<file path="src/rtl/efda_pkg.sv">
package efda_pkg;

	localparam int unsigned ACC_WIDTH_DEF = 32;

	localparam logic [7:0]  SYNC_BYTE   = 8'hFF;
	localparam int unsigned PAYLOAD_LEN = 6;
	localparam int unsigned IDX_W       = 3;
	localparam logic [15:0] ENC_OFFSET  = 16'h8000;
	localparam int unsigned DELTA_W     = 15;

	// one frame's worth of decoded payload, valid when last is set
	typedef struct packed {
		logic        last;
		logic        ok;
		logic [15:0] enc_a;
		logic [15:0] enc_b;
		logic [15:0] pot;
	} frame_t;

endpackage

</file>
<file path="src/rtl/efda_deframer.sv">
module efda_deframer import efda_pkg::*; (
	input  logic       clk,
	input  logic       arst_n,
	input  logic       adv,
	input  logic [7:0] rx_byte_s1,
	output frame_t     frame
);

	localparam logic [IDX_W-1:0] IDX_END = IDX_W'(PAYLOAD_LEN);

	logic             prev_sync_q;
	logic             in_frame_q;
	logic [IDX_W-1:0] idx_q;
	logic [7:0]       sum_q;
	logic [7:0]       store_q [PAYLOAD_LEN];

	logic sync_pair;
	logic is_sync;

	assign is_sync   = (rx_byte_s1 == SYNC_BYTE);
	assign sync_pair = is_sync && prev_sync_q;

	always_comb begin
		frame.last  = !sync_pair && in_frame_q && (idx_q == IDX_END);
		frame.ok    = (rx_byte_s1 == sum_q);
		frame.enc_a = {store_q[0], store_q[1]};
		frame.enc_b = {store_q[2], store_q[3]};
		frame.pot   = {store_q[4], store_q[5]};
	end

	always_ff @(posedge clk or negedge arst_n) begin
		if (!arst_n) begin
			prev_sync_q <= 1'b0;
			in_frame_q  <= 1'b0;
			idx_q       <= '0;
			sum_q       <= '0;
		end else if (adv) begin
			if (sync_pair) begin
				// sync pair restarts the frame, prev flag stays set
				in_frame_q <= 1'b1;
				idx_q      <= '0;
				sum_q      <= '0;
			end else begin
				prev_sync_q <= is_sync;
				if (in_frame_q) begin
					if (idx_q != IDX_END) begin
						idx_q <= idx_q + 1'b1;
						sum_q <= sum_q + rx_byte_s1;
					end else begin
						// checksum beat closes the frame
						prev_sync_q <= 1'b0;
						in_frame_q  <= 1'b0;
						idx_q       <= '0;
						sum_q       <= '0;
					end
				end
			end
		end
	end

	always_ff @(posedge clk) begin
		if (adv && !sync_pair && in_frame_q) begin
			for (int i = 0; i < PAYLOAD_LEN; i++) begin
				if (idx_q == IDX_W'(i))
					store_q[i] <= rx_byte_s1;
			end
		end
	end

endmodule

</file>
<file path="src/rtl/efda_enc_acc.sv">
module efda_enc_acc import efda_pkg::*; #(
	parameter int unsigned ACC_WIDTH = ACC_WIDTH_DEF
) (
	input  logic                 clk,
	input  logic                 arst_n,
	input  logic                 upd,
	input  logic                 first,
	input  logic [15:0]          word,
	output logic [ACC_WIDTH-1:0] total_nxt
);

	logic [15:0]          ref_q;
	logic [ACC_WIDTH-1:0] total_q;

	logic [15:0]          enc;
	logic [15:0]          ref_sel;
	logic [15:0]          diff;
	logic [ACC_WIDTH-1:0] inc;
	logic [ACC_WIDTH-1:0] total_sum;

	always_comb begin
		enc       = ENC_OFFSET - word;
		ref_sel   = first ? enc : ref_q;
		diff      = enc - ref_sel;
		// delta mod 2^15 taken as signed gives -16384..16383
		inc       = ACC_WIDTH'(signed'(diff[DELTA_W-1:0]));
		total_sum = total_q + inc;
		total_nxt = upd ? total_sum : total_q;
	end

	always_ff @(posedge clk or negedge arst_n) begin
		if (!arst_n) begin
			ref_q   <= '0;
			total_q <= '0;
		end else if (upd) begin
			ref_q   <= enc;
			total_q <= total_sum;
		end
	end

endmodule

</file>
<file path="src/rtl/encoder_frame_deframer_accumulator_core.sv">
// Serial frame deframer with two encoder tick accumulators. One byte beat
// is taken per cycle unless the output stalls; a byte enters an input
// register and the whole frame/checksum/accumulate update runs in the
// single stage after it, loading the output registers on a checksum byte.
// Two 0xFF bytes in a row (re)start a frame of six payload bytes
// and a mod-256 checksum; only the checksum byte yields a result beat.
// Encoder words carry 32768 minus the count; deltas are taken mod 32768 as
// signed and summed into ACC_WIDTH-bit wrapping totals, reported as the
// low 32 bits of their sign extension. The first good frame sets the
// references only. A bad frame reports the unchanged totals and pot word.
module encoder_frame_deframer_accumulator_core import efda_pkg::*; #(
	parameter int unsigned ACC_WIDTH = ACC_WIDTH_DEF
) (
	input  logic               clk,
	input  logic               arst_n,
	input  logic               in_valid,
	output logic               in_stall,
	input  logic [7:0]         rx_byte,
	output logic               out_valid,
	input  logic               out_stall,
	output logic               checksum_ok,
	output logic signed [31:0] left_ticks,
	output logic signed [31:0] right_ticks,
	output logic [15:0]        pot_value
);

	logic        valid_s1;
	logic [7:0]  rx_byte_s1;
	logic        first_q;
	logic [15:0] pot_q;

	logic               out_valid_q;
	logic               ok_q;
	logic signed [31:0] left_q;
	logic signed [31:0] right_q;
	logic [15:0]        pot_out_q;

	logic                 fire;
	logic                 upd;
	frame_t               frame;
	logic [ACC_WIDTH-1:0] left_nxt;
	logic [ACC_WIDTH-1:0] right_nxt;
	logic signed [63:0]   left_ext;
	logic signed [63:0]   right_ext;

	assign fire     = valid_s1 && (!out_valid_q || !out_stall);
	assign in_stall = valid_s1 && !fire;
	assign upd      = fire && frame.last && frame.ok;

	assign left_ext  = 64'(signed'(left_nxt));
	assign right_ext = 64'(signed'(right_nxt));

	efda_deframer u_deframer (
		.clk        (clk),
		.arst_n     (arst_n),
		.adv        (fire),
		.rx_byte_s1 (rx_byte_s1),
		.frame      (frame)
	);

	efda_enc_acc #(.ACC_WIDTH(ACC_WIDTH)) u_acc_left (
		.clk       (clk),
		.arst_n    (arst_n),
		.upd       (upd),
		.first     (first_q),
		.word      (frame.enc_a),
		.total_nxt (left_nxt)
	);

	efda_enc_acc #(.ACC_WIDTH(ACC_WIDTH)) u_acc_right (
		.clk       (clk),
		.arst_n    (arst_n),
		.upd       (upd),
		.first     (first_q),
		.word      (frame.enc_b),
		.total_nxt (right_nxt)
	);

	always_ff @(posedge clk or negedge arst_n) begin
		if (!arst_n) begin
			valid_s1    <= 1'b0;
			first_q     <= 1'b1;
			pot_q       <= '0;
			out_valid_q <= 1'b0;
		end else begin
			if (!in_stall)
				valid_s1 <= in_valid;
			if (upd) begin
				first_q <= 1'b0;
				pot_q   <= frame.pot;
			end
			if (fire)
				out_valid_q <= frame.last;
			else if (!out_stall)
				out_valid_q <= 1'b0;
		end
	end

	always_ff @(posedge clk) begin
		if (!in_stall)
			rx_byte_s1 <= rx_byte;
		if (fire && frame.last) begin
			ok_q      <= frame.ok;
			left_q    <= left_ext[31:0];
			right_q   <= right_ext[31:0];
			pot_out_q <= frame.ok ? frame.pot : pot_q;
		end
	end

	assign out_valid   = out_valid_q;
	assign checksum_ok = ok_q;
	assign left_ticks  = left_q;
	assign right_ticks = right_q;
	assign pot_value   = pot_out_q;

endmodule
</file>
<file path="config.mk">
export PLATFORM = sky130hd
export DESIGN_NAME = encoder_frame_deframer_accumulator_core
export DESIGN_NICKNAME = d
export VERILOG_FILES = /design/src/rtl/efda_pkg.sv /design/src/rtl/efda_deframer.sv /design/src/rtl/efda_enc_acc.sv /design/src/rtl/encoder_frame_deframer_accumulator_core.sv
export SDC_FILE = /design/constraint.sdc
export NUM_CORES = 1
export LEC_CHECK = 0
export ABC_CLOCK_PERIOD_IN_PS = 6800
export BUFFER_PORTS_ARGS = -buffer_cell sky130_fd_sc_hd__clkbuf_2
export CORE_MARGIN = 2
export CORE_UTILIZATION = 45
export CTS_BUF_LIST = sky130_fd_sc_hd__clkbuf_4 sky130_fd_sc_hd__clkbuf_8
export DETAILED_ROUTE_END_ITERATION = 8
export SYNTH_ARGS = -nofsm -noshare
export SYNTH_HDL_FRONTEND = slang
export SYNTH_HIERARCHICAL = 1
export SYNTH_SLANG_ARGS = --single-unit
export TNS_END_PERCENT = 30
</file>
<file path="constraint.sdc">
create_clock -name clk -period 6.8 [get_ports clk]
set_input_delay 1.36 -clock clk [delete_from_list [all_inputs] [get_ports clk]]
set_output_delay 1.36 -clock clk [all_outputs]
set_load 0.02 [all_outputs]
</file>
==> flow_summary.toml, run 1 <==
[run_status]
status = "complete, no violations"

[power_and_ir_drop]
p_comb_share_pct = 5.2
switching_share_pct = 23.08
ir_drop_mv = 0.1383
seqPwrFrac_pct = 50.7
power.leakage_nw = 7.443
internal_power_mw = 2.592
power.share.clock_pct = 44.0
power_density_nw_per_um2 = 204.8
p_switching_mw = 0.7776

[placed_design]
place_worst_setup_slack_ns = 0.6370
io_buffers = 94
hpwl_microns = 19240
post_dp_cell_area_sq_um = 15500
gp_routability_congestion = 0.9049

[timing]
fin_setup_tns_ns = 0
final_hold_viol_count = 0
fmax_mhz = 165.2
finalCritPeriodShare_pct = 89.04
fin_ws_ns = 0.7456
slew_headroom_pct = 20.71
hold_slack_ns = 0.4624
rsz0062_at_grt = "no"
clock_skew_ns = 0.01825
setup_viol = 0
tightestPinTransition_ns = 1.180
period_needed_ns = 6.054
drv_slew = 0

[floorplan]
initial_utilization_pct = 45.89
num_rows = 65
core_sq_um = 31720
die-area_sq_um = 33800
die_w_microns = 183.9
pin_count = 95
die_h_microns = 183.9

[cts]
cts_buffers = 46
clock_latency_ns = 0.57
cts_tree = "done"
h-tree-depth = 2
cts.root.buffer_cell = "clkbuf_8"
clkSinkCount = 261
clock_path_buffers = 3
cts_hold_buf = 0
path_clk_slew_ns = 0.06

[hold_path]
hp-class = "reg2reg"

[grt]
grt_pass1_vias = 9471
antenna_found_initial = 0
grt-ovfl-total = 0
grt_max_degree = 67
grt_pass1_wl_microns = 46500
grt_util_all_layers_pct = 16.82

[cells_and_area]
final_nets = 1450
fill_cells = 2795
drive_above_1_share_pct = 24.23
area_delta_synth_final_pct = 13.01
antennaDiodeCount = 0
fin_util_pct = 51.87
stdcell_area_sq_um = 16450

[drt]
wirelength_microns = 27840
dr.pass1.iters = 5
vias = 9480
drc = 0
wl_per_cell_microns = 15.75
first_iter_violations = 466
viasPerCell = 5.362
drtAntennaViolNets = 0

[worst_setup_path]
cp.required_ns = 7.10
cpPeakStageDelay_ns = 0.52
critPathKind = "reg2reg"
worstPathMaxFanout = 5
critPathCaptureType = "flip-flop"
cp.arrival_ns = 6.36
startpoint_type = "flip-flop"
slowest_stage = "or4_1"

[run]
maxCapViolCount = 0

[synth]
postSynthAreaPerCell_sq_um = 12.06
netlist_instances = 1207
synthesis.nets = 1326
ys.warnings.count = 6
syn-cell-area_sq_um = 14560
==> cells in the final DEF, fill, tap and decap left out, types with 9 or more instances in the layout <==
master / count
clkbuf_8: 49
nor2b_1: 12
nor2_1: 51
buf_4: 9
ha_1: 102
edfxtp_1: 135
nand3_1: 15
nand2_1: 65
and3_1: 11
xnor2_1: 67
xor2_1: 43
a21o_1: 27
clkbuf_4: 15
a21boi_0: 9
mux2i_1: 29
clkbuf_2: 93
and2_1: 9
o21a_1: 10
dfrtp_1: 125
mux2_2: 106
o21ai_0: 47
nor3_1: 26
a211oi_1: 15
a21oi_1: 80
a22o_1: 9
inv_1: 45
==> state kept, by name, indices dropped and copies added (netlist names) <==
register / cells
first_q: 1
u_deframer/store_q: 46
right_ticks: 32
pot_value: 16
u_deframer/sum_q: 8
u_acc_left/total_q: 32
u_acc_right/total_q: 32
rx_byte_s1: 8
u_deframer/in_frame_q: 1
checksum_ok: 1
u_acc_right/ref_q: 15
out_valid: 1
left_ticks: 32
u_deframer/idx_q: 3
pot_q: 16
u_deframer/prev_sync_q: 1
u_acc_left/ref_q: 15
valid_s1: 1
==> layout make-up <==
cell class	instances	area, sq um	share of cell area, %
Sequential cell	261	7208	43.82
Multi-Input combinational cell	873	7076	43.01
Clock buffer	64	787.0	4.784
Timing Repair Buffer	103	544.3	3.308
Tap cell	402	503.0	3.057
Inverter	46	175.2	1.065
Clock inverter	19	157.7	0.9583
==> repair_timing <==
action                                  in CTS  in global routing
endpoints found under the setup margin       0                  2
setup buffers                                0                  0
gates resized for setup                      0                  1
==> stage by stage <==
stage                     cells  total power, mW
after floorplan            1207            1.860
after global routing       1768            3.515
after CTS                  1768            3.423
final                      1768            3.369
after detailed placement   1685            1.917
after global placement     1685            1.912
==> worst max-delay path: cells and delay by family (launching register included) <==
| family | cells | cell delay (ns) |
|---|---|---|
| AOI/OAI and AO/OA | 15 | 3.02 |
| adders and majority gates | 3 | 0.90 |
| and+or+nand+nor | 3 | 0.76 |
| muxes | 2 | 0.54 |
| DFF | 1 | 0.39 |
| buffers and inverters | 1 | 0.08 |
| xor gates and xnor gates | 1 | 0.08 |
==> worst paths after layout <==
path | from | endpoint | slack (ns) | cells after the start
max in group asynchronous | arst_n | u_acc_left/total_q[1]$_DFF_PN0_ | 4.66 | 2
min in group asynchronous | arst_n | u_acc_right/total_q[9]$_DFF_PN0_ | 0.79 | 1
max | u_deframer/store_q[3][0]$_DFFE_PP_ | right_ticks[30]$_DFFE_PP_ | 0.75 | 25
min | u_acc_right/total_q[31]$_DFF_PN0_ | u_acc_right/total_q[31]$_DFF_PN0_ | 0.46 | 1
min reg2reg | u_acc_right/total_q[31]$_DFF_PN0_ | u_acc_right/total_q[31]$_DFF_PN0_ | 0.46 | 1
max reg2reg | u_deframer/store_q[3][0]$_DFFE_PP_ | right_ticks[30]$_DFFE_PP_ | 0.75 | 25
==> power groups by stage <==
stage          sequential [mW]  combinational, mW  clock (mW)
6_report                  1.71              0.176        1.48
5_1_grt                   1.71              0.200        1.60
4_1_cts                   1.71              0.177        1.54
3_5_place_dp              1.74              0.177           0
3_3_place_gp              1.74              0.173           0
2_1_floorplan             1.73              0.130           0
==> metal layers <==
metal	track usage (%)	share of wire, %	vias up
li1	-	-	4744
met1	23.15	48	4527
met2	27.34	46	160
met3	2.734	3.7	49
met4	5.248	2.3	0
met5	0	0	-
(Power assumes the default switching activity.)
==> run 2: changes to the inputs <==
--- a/config.mk
+++ b/config.mk
@@ -11,6 +11,9 @@
 export CORE_UTILIZATION = 45
 export CTS_BUF_LIST = sky130_fd_sc_hd__clkbuf_4 sky130_fd_sc_hd__clkbuf_8
 export DETAILED_ROUTE_END_ITERATION = 8
+export RECOVER_POWER = 100
+export SKIP_LAST_GASP = 1
+export SLEW_MARGIN = 20
 export SYNTH_ARGS = -nofsm -noshare
 export SYNTH_HDL_FRONTEND = slang
 export SYNTH_HIERARCHICAL = 1
==> flow_summary.toml, run 2 (synthesis gave the netlist of run 1 again) <==
[grt]
grt_max_degree = 67
grt-ovfl-total = 0
antenna_found_initial = 0
grt_pass1_wl_microns = 46500
grt_util_all_layers_pct = 16.82
grt_pass1_vias = 9471

[run]
maxCapViolCount = 4

[worst_setup_path]
startpoint_type = "flip-flop"
cp.arrival_ns = 6.41
worstPathMaxFanout = 33
path_cells = "buf_4, mux2_2, ha_1, inv_1, fa_1, a21oi_1, nor2b_1, o21ai_0, o211ai_2, nand3_1, nand3_2, o211ai_2, xnor2_1, clkbuf_2, ha_1, and2_0, nand3_1, or4b_1, a41oi_1, a21oi_1, o21ai_1, xor2_1, mux2_1"
cp.required_ns = 7.11
critPathKind = "reg2reg"
slowest_stage = "dfstp_2"
cpPeakStageDelay_ns = 0.62
critPathCaptureType = "flip-flop"

[drt]
drc = 0
vias = 9523
first_iter_violations = 429
wl_per_cell_microns = 15.80
drtAntennaViolNets = 0
dr.pass1.iters = 5
wirelength_microns = 27930
viasPerCell = 5.386

[cts]
cts.root.buffer_cell = "clkbuf_8"
clock_latency_ns = 0.57
clkSinkCount = 261
cts_setup_buffers = 0
clock_path_buffers = 3
cts_buffers = 46
h-tree-depth = 2
path_clk_slew_ns = 0.06
cts_tree = "done"

[cells_and_area]
top_register = "u_deframer/store_q"
fin_util_pct = 51.15
final_nets = 1450
stdcell_area_sq_um = 16220
final_cell_mix = "135 x edfxtp_1, 125 x dfrtp_1, 102 x ha_1"
final_cells = 1768
final_common_cell = "edfxtp_1"
area_delta_synth_final_pct = 11.45
antennaDiodeCount = 0
largest_reg_flops = 46
drive_above_1_share_pct = 13.98

[timing]
tightestPinTransition_ns = 3.517
final_hold_viol_count = 0
slew_headroom_pct = -134.5
fmax_mhz = 163.8
fin_ws_ns = 0.6934
drv_slew = 212
clock_skew_ns = 0.01862
fin_setup_tns_ns = 0
setup_viol = 0
rsz0062_at_grt = "no"
period_needed_ns = 6.107
finalCritPeriodShare_pct = 89.80

[run_status]
status = "finished, violations left"
violations = "capacitance limit, slew limit"

[placed_design]
place_worst_setup_slack_ns = 0.6370
io_buffers = 94
hpwl_microns = 19240
dpl.cell_count = 1685
gp_routability_congestion = 0.9049
post_dp_cell_area_sq_um = 15500

[floorplan]
die_h_microns = 183.9
initial_utilization_pct = 45.89
num_rows = 65
die-area_sq_um = 33800
pin_count = 95
die_w_microns = 183.9
core_sq_um = 31720

[hold_path]
hp-class = "reg2reg"

[power_and_ir_drop]
power_density_nw_per_um2 = 207.4
power.leakage_nw = 7.157
ir_drop_mv = 0.1384
[run 2: cell types whose count changed in the layout (fill, tap and decap cells not counted), moves of 2 or more]
cell | previous run | this run
mux2_2 | 106 | 71
buf_4 | 9 | 3
clkbuf_2 | 93 | 12
mux2_4 | 8 | 0
o21ai_1 | 4 | 2
mux2_1 | 0 | 43
and2_0 | 0 | 3
clkbuf_1 | 0 | 88
o21ai_0 | 47 | 49
and2_1 | 9 | 6
nor3_1 | 26 | 28
[run 2: what timing repair did]
action | 4_1_cts | 5_1_grt
resized for setup | 0 | 1
hold buffers | 0 | 0
setup endpoints to repair | 0 | 2
[run 2: final timing paths]
kind	from	end	slack, ns	cells after the start
setup / recovery	first_q$_DFFE_PN1P_	left_ticks[26]$_DFFE_PP_	0.69	23
hold / removal	u_acc_right/total_q[31]$_DFF_PN0_	u_acc_right/total_q[31]$_DFF_PN0_	0.46	1
setup reg to reg	first_q$_DFFE_PN1P_	left_ticks[26]$_DFFE_PP_	0.69	23
hold reg to reg	u_acc_right/total_q[31]$_DFF_PN0_	u_acc_right/total_q[31]$_DFF_PN0_	0.46	1
max in group asynchronous	arst_n	u_acc_left/total_q[1]$_DFF_PN0_	1.65	2
min in group asynchronous	arst_n	u_acc_right/total_q[9]$_DFF_PN0_	2.00	1
[run 2: per-stage QoR]
stage | hold WS, ns | total power [mW]
6_report | 0.4644 | 3.364
5_1_grt | 0.4989 | 3.512
4_1_cts | 0.4630 | 3.423
3_5_place_dp | 0.4497 | 1.917
3_3_place_gp | 0.4496 | 1.912
2_1_floorplan | 0.4325 | 1.860
[run 2: cell type report]
type / instances / area, sq um
repair buffers: 103 / 412.9
clock buffers: 64 / 787.0
clock inverters: 19 / 157.7
inverters: 46 / 175.2
well taps: 402 / 503.0
fillers: 2862 / 15490
flip-flops and latches: 261 / 7208
multi-input cells: 873 / 6979
[run 2: worst max-delay path, delay by kind of cell, from the launching register on]
kind / cells / cell delay (ns)
buf+inv: 3 / 0.84
fa+ha+maj: 3 / 1.04
mux: 2 / 0.56
compound gates: 7 / 1.42
xor+xnor: 2 / 0.23
flops: 1 / 0.62
simple gates: 6 / 1.10
[run 2: where the power goes]
part	total, mW	internal, mW	switching [mW]
logic	0.172	0.0753	0.0966
clock network	1.48	0.832	0.650
registers	1.71	1.68	0.0269
total	3.36	2.59	0.773
[run 2: layer usage]
metal	vias up	global-route usage (%)	wire length, microns
li1	4746	-	-
met1	4557	23.15	13490
met2	171	27.34	12780
met3	49	2.734	1027
met4	0	5.248	630
met5	-	0	0
==> run 3: changes to the inputs <==
==> constraint.sdc (replaced) <==
create_clock -name clk -period 6.8 [get_ports clk]
set_input_delay 1.36 -clock clk [delete_from_list [all_inputs] [get_ports clk]]
set_output_delay 1.36 -clock clk [all_outputs]
set_load 0.005 [all_outputs]
==> flow_summary.toml, run 3 (synthesis gave the netlist of run 1 again) <==
[run_status]
status = "finished, violations left"
violations = "capacitance limit, slew limit"

[floorplan]
die_h_microns = 183.9
initial_utilization_pct = 45.89
pin_count = 95
core_sq_um = 31720
die-area_sq_um = 33800
num_rows = 65
die_w_microns = 183.9

[timing]
rsz0062_at_grt = "no"
finalCritPeriodShare_pct = 89.80
fmax_mhz = 163.8
clock_skew_ns = 0.01796
fin_setup_tns_ns = 0
drv_slew = 212
slew_headroom_pct = -134.3
setup_viol = 0
period_needed_ns = 6.107
fin_ws_ns = 0.6934
final_hold_viol_count = 0
tightestPinTransition_ns = 3.515

[hold_path]
hp-class = "reg2reg"

[worst_setup_path]
cpPeakStageDelay_ns = 0.62
path_cells = "buf_4, mux2_2, ha_1, inv_1, fa_1, a21oi_1, nor2b_1, o21ai_0, o211ai_2, nand3_1, nand3_2, o211ai_2, xnor2_1, clkbuf_2, ha_1, and2_0, nand3_1, or4b_1, a41oi_1, a21oi_1, o21ai_1, xor2_1, mux2_1"
critPathKind = "reg2reg"
path_buf_inv = 3
crit_family = "compound AO/OA/AOI/OAI gates"
slowest_stage = "dfstp_2"
critPathCaptureType = "flip-flop"
cp.arrival_ns = 6.41
worstPathMaxFanout = 33
cp.required_ns = 7.11
startpoint_type = "flip-flop"

[grt]
grt_pass1_wl_microns = 46500
antenna_found_initial = 0
grt_max_degree = 67
grt_pass1_vias = 9471
grt-ovfl-total = 0
grt_util_all_layers_pct = 16.82

[cells_and_area]
top_register = "u_deframer/store_q"
drive_above_1_share_pct = 16.98
antennaDiodeCount = 0
final_nets = 1450
final_common_cell = "edfxtp_1"
area_delta_synth_final_pct = 11.80
final_cell_mix = "135 x edfxtp_1, 125 x dfrtp_1, 102 x ha_1"
final_cells = 1768
largest_reg_flops = 46

[cts]
cts.root.buffer_cell = "clkbuf_8"
cts_setup_buffers = 0
clock_latency_ns = 0.57
path_clk_slew_ns = 0.06
cts_hold_buf = 0
clock_path_buffers = 3
h-tree-depth = 2
cts_buffers = 46
cts_tree = "done"
clkSinkCount = 261

[drt]
drc = 0
viasPerCell = 5.384
dr.pass1.iters = 5
wl_per_cell_microns = 15.77
vias = 9519
first_iter_violations = 446
drtAntennaViolNets = 0
wirelength_microns = 27880

[power_and_ir_drop]
p_switching_mw = 0.7740
power_density_nw_per_um2 = 206.7
power_mw = 3.364
ir_drop_mv = 0.1384
seqPwrFrac_pct = 50.8
power.share.clock_pct = 44.1
internal_power_mw = 2.590
power.leakage_nw = 7.288
p_comb_share_pct = 5.1
switching_share_pct = 23.01

[placed_design]
place_worst_setup_slack_ns = 0.6370
io_buffers = 94
gp_routability_congestion = 0.9049
dpl.cell_count = 1685
hpwl_microns = 19240

[run]
maxCapViolCount = 4
run 3: area by class of cell:
cell class / count / area (sq um)
fill: 2844 / 15440
sequential: 261 / 7208
multi-input combinational: 873 / 6979
clock buffer: 64 / 787.0
tap: 402 / 503.0
timing repair buffer: 103 / 464.2
inverter: 46 / 175.2
clock inverter: 19 / 157.7
run 3: worst paths after layout:
check                                                  start                           endpoint  slack [ns]  cells after the start
max                                      first_q$_DFFE_PN1P_           left_ticks[26]$_DFFE_PP_        0.69                     23
min                        u_acc_right/total_q[31]$_DFF_PN0_  u_acc_right/total_q[31]$_DFF_PN0_        0.46                      1
max reg2reg                              first_q$_DFFE_PN1P_           left_ticks[26]$_DFFE_PP_        0.69                     23
min reg2reg                u_acc_right/total_q[31]$_DFF_PN0_  u_acc_right/total_q[31]$_DFF_PN0_        0.46                      1
max in group asynchronous                             arst_n    u_acc_left/total_q[1]$_DFF_PN0_        1.66                      2
min in group asynchronous                             arst_n   u_acc_right/total_q[9]$_DFF_PN0_        1.99                      1
run 3: timing repair:
action / in CTS / in global routing
setup endpoints to repair: 0 / 2
hold endpoints to repair: 0 / 0
resized for setup: 0 / 1
run 3: worst register-to-register path, delay by kind of cell (launching register included):
| family | cells | cell delay (ns) |
|---|---|---|
| adders and majority gates | 3 | 1.04 |
| buffers and inverters | 3 | 0.84 |
| DFF | 1 | 0.62 |
| AOI/OAI and AO/OA | 7 | 1.42 |
| and+or+nand+nor | 6 | 1.10 |
| xor gates and xnor gates | 2 | 0.23 |
| muxes | 2 | 0.59 |
run 3: through the flow:
| step | utilization (%) | cell area, sq um | hold slack (ns) |
|---|---|---|---|
| after global placement | 48.87 | 15500 | 0.4496 |
| after CTS | 51.85 | 16440 | 0.4630 |
| final | 51.31 | 16270 | 0.4619 |
| after detailed placement | 48.87 | 15500 | 0.4497 |
| after global routing | 51.31 | 16270 | 0.4989 |
| after floorplan | - | 14560 | 0.4325 |
run 3: per-layer routing:
layer / GRT usage [%] / wire (microns) / vias to the layer above / share of wire, %
li1: - / - / 4746 / -
met1: 23.15 / 13370 / 4550 / 48
met2: 27.34 / 12780 / 174 / 46
met4: 5.248 / 630 / 0 / 2.3
met3: 2.734 / 1097 / 49 / 3.9
met5: 0 / 0 / - / 0
run 3: power groups by stage:
stage / Combinational, mW / Clock, mW / Sequential (mW)
2_1_floorplan: 0.130 / 0 / 1.73
3_3_place_gp: 0.173 / 0 / 1.74
3_5_place_dp: 0.176 / 0 / 1.74
4_1_cts: 0.177 / 1.54 / 1.71
5_1_grt: 0.196 / 1.60 / 1.71
6_report: 0.172 / 1.48 / 1.71
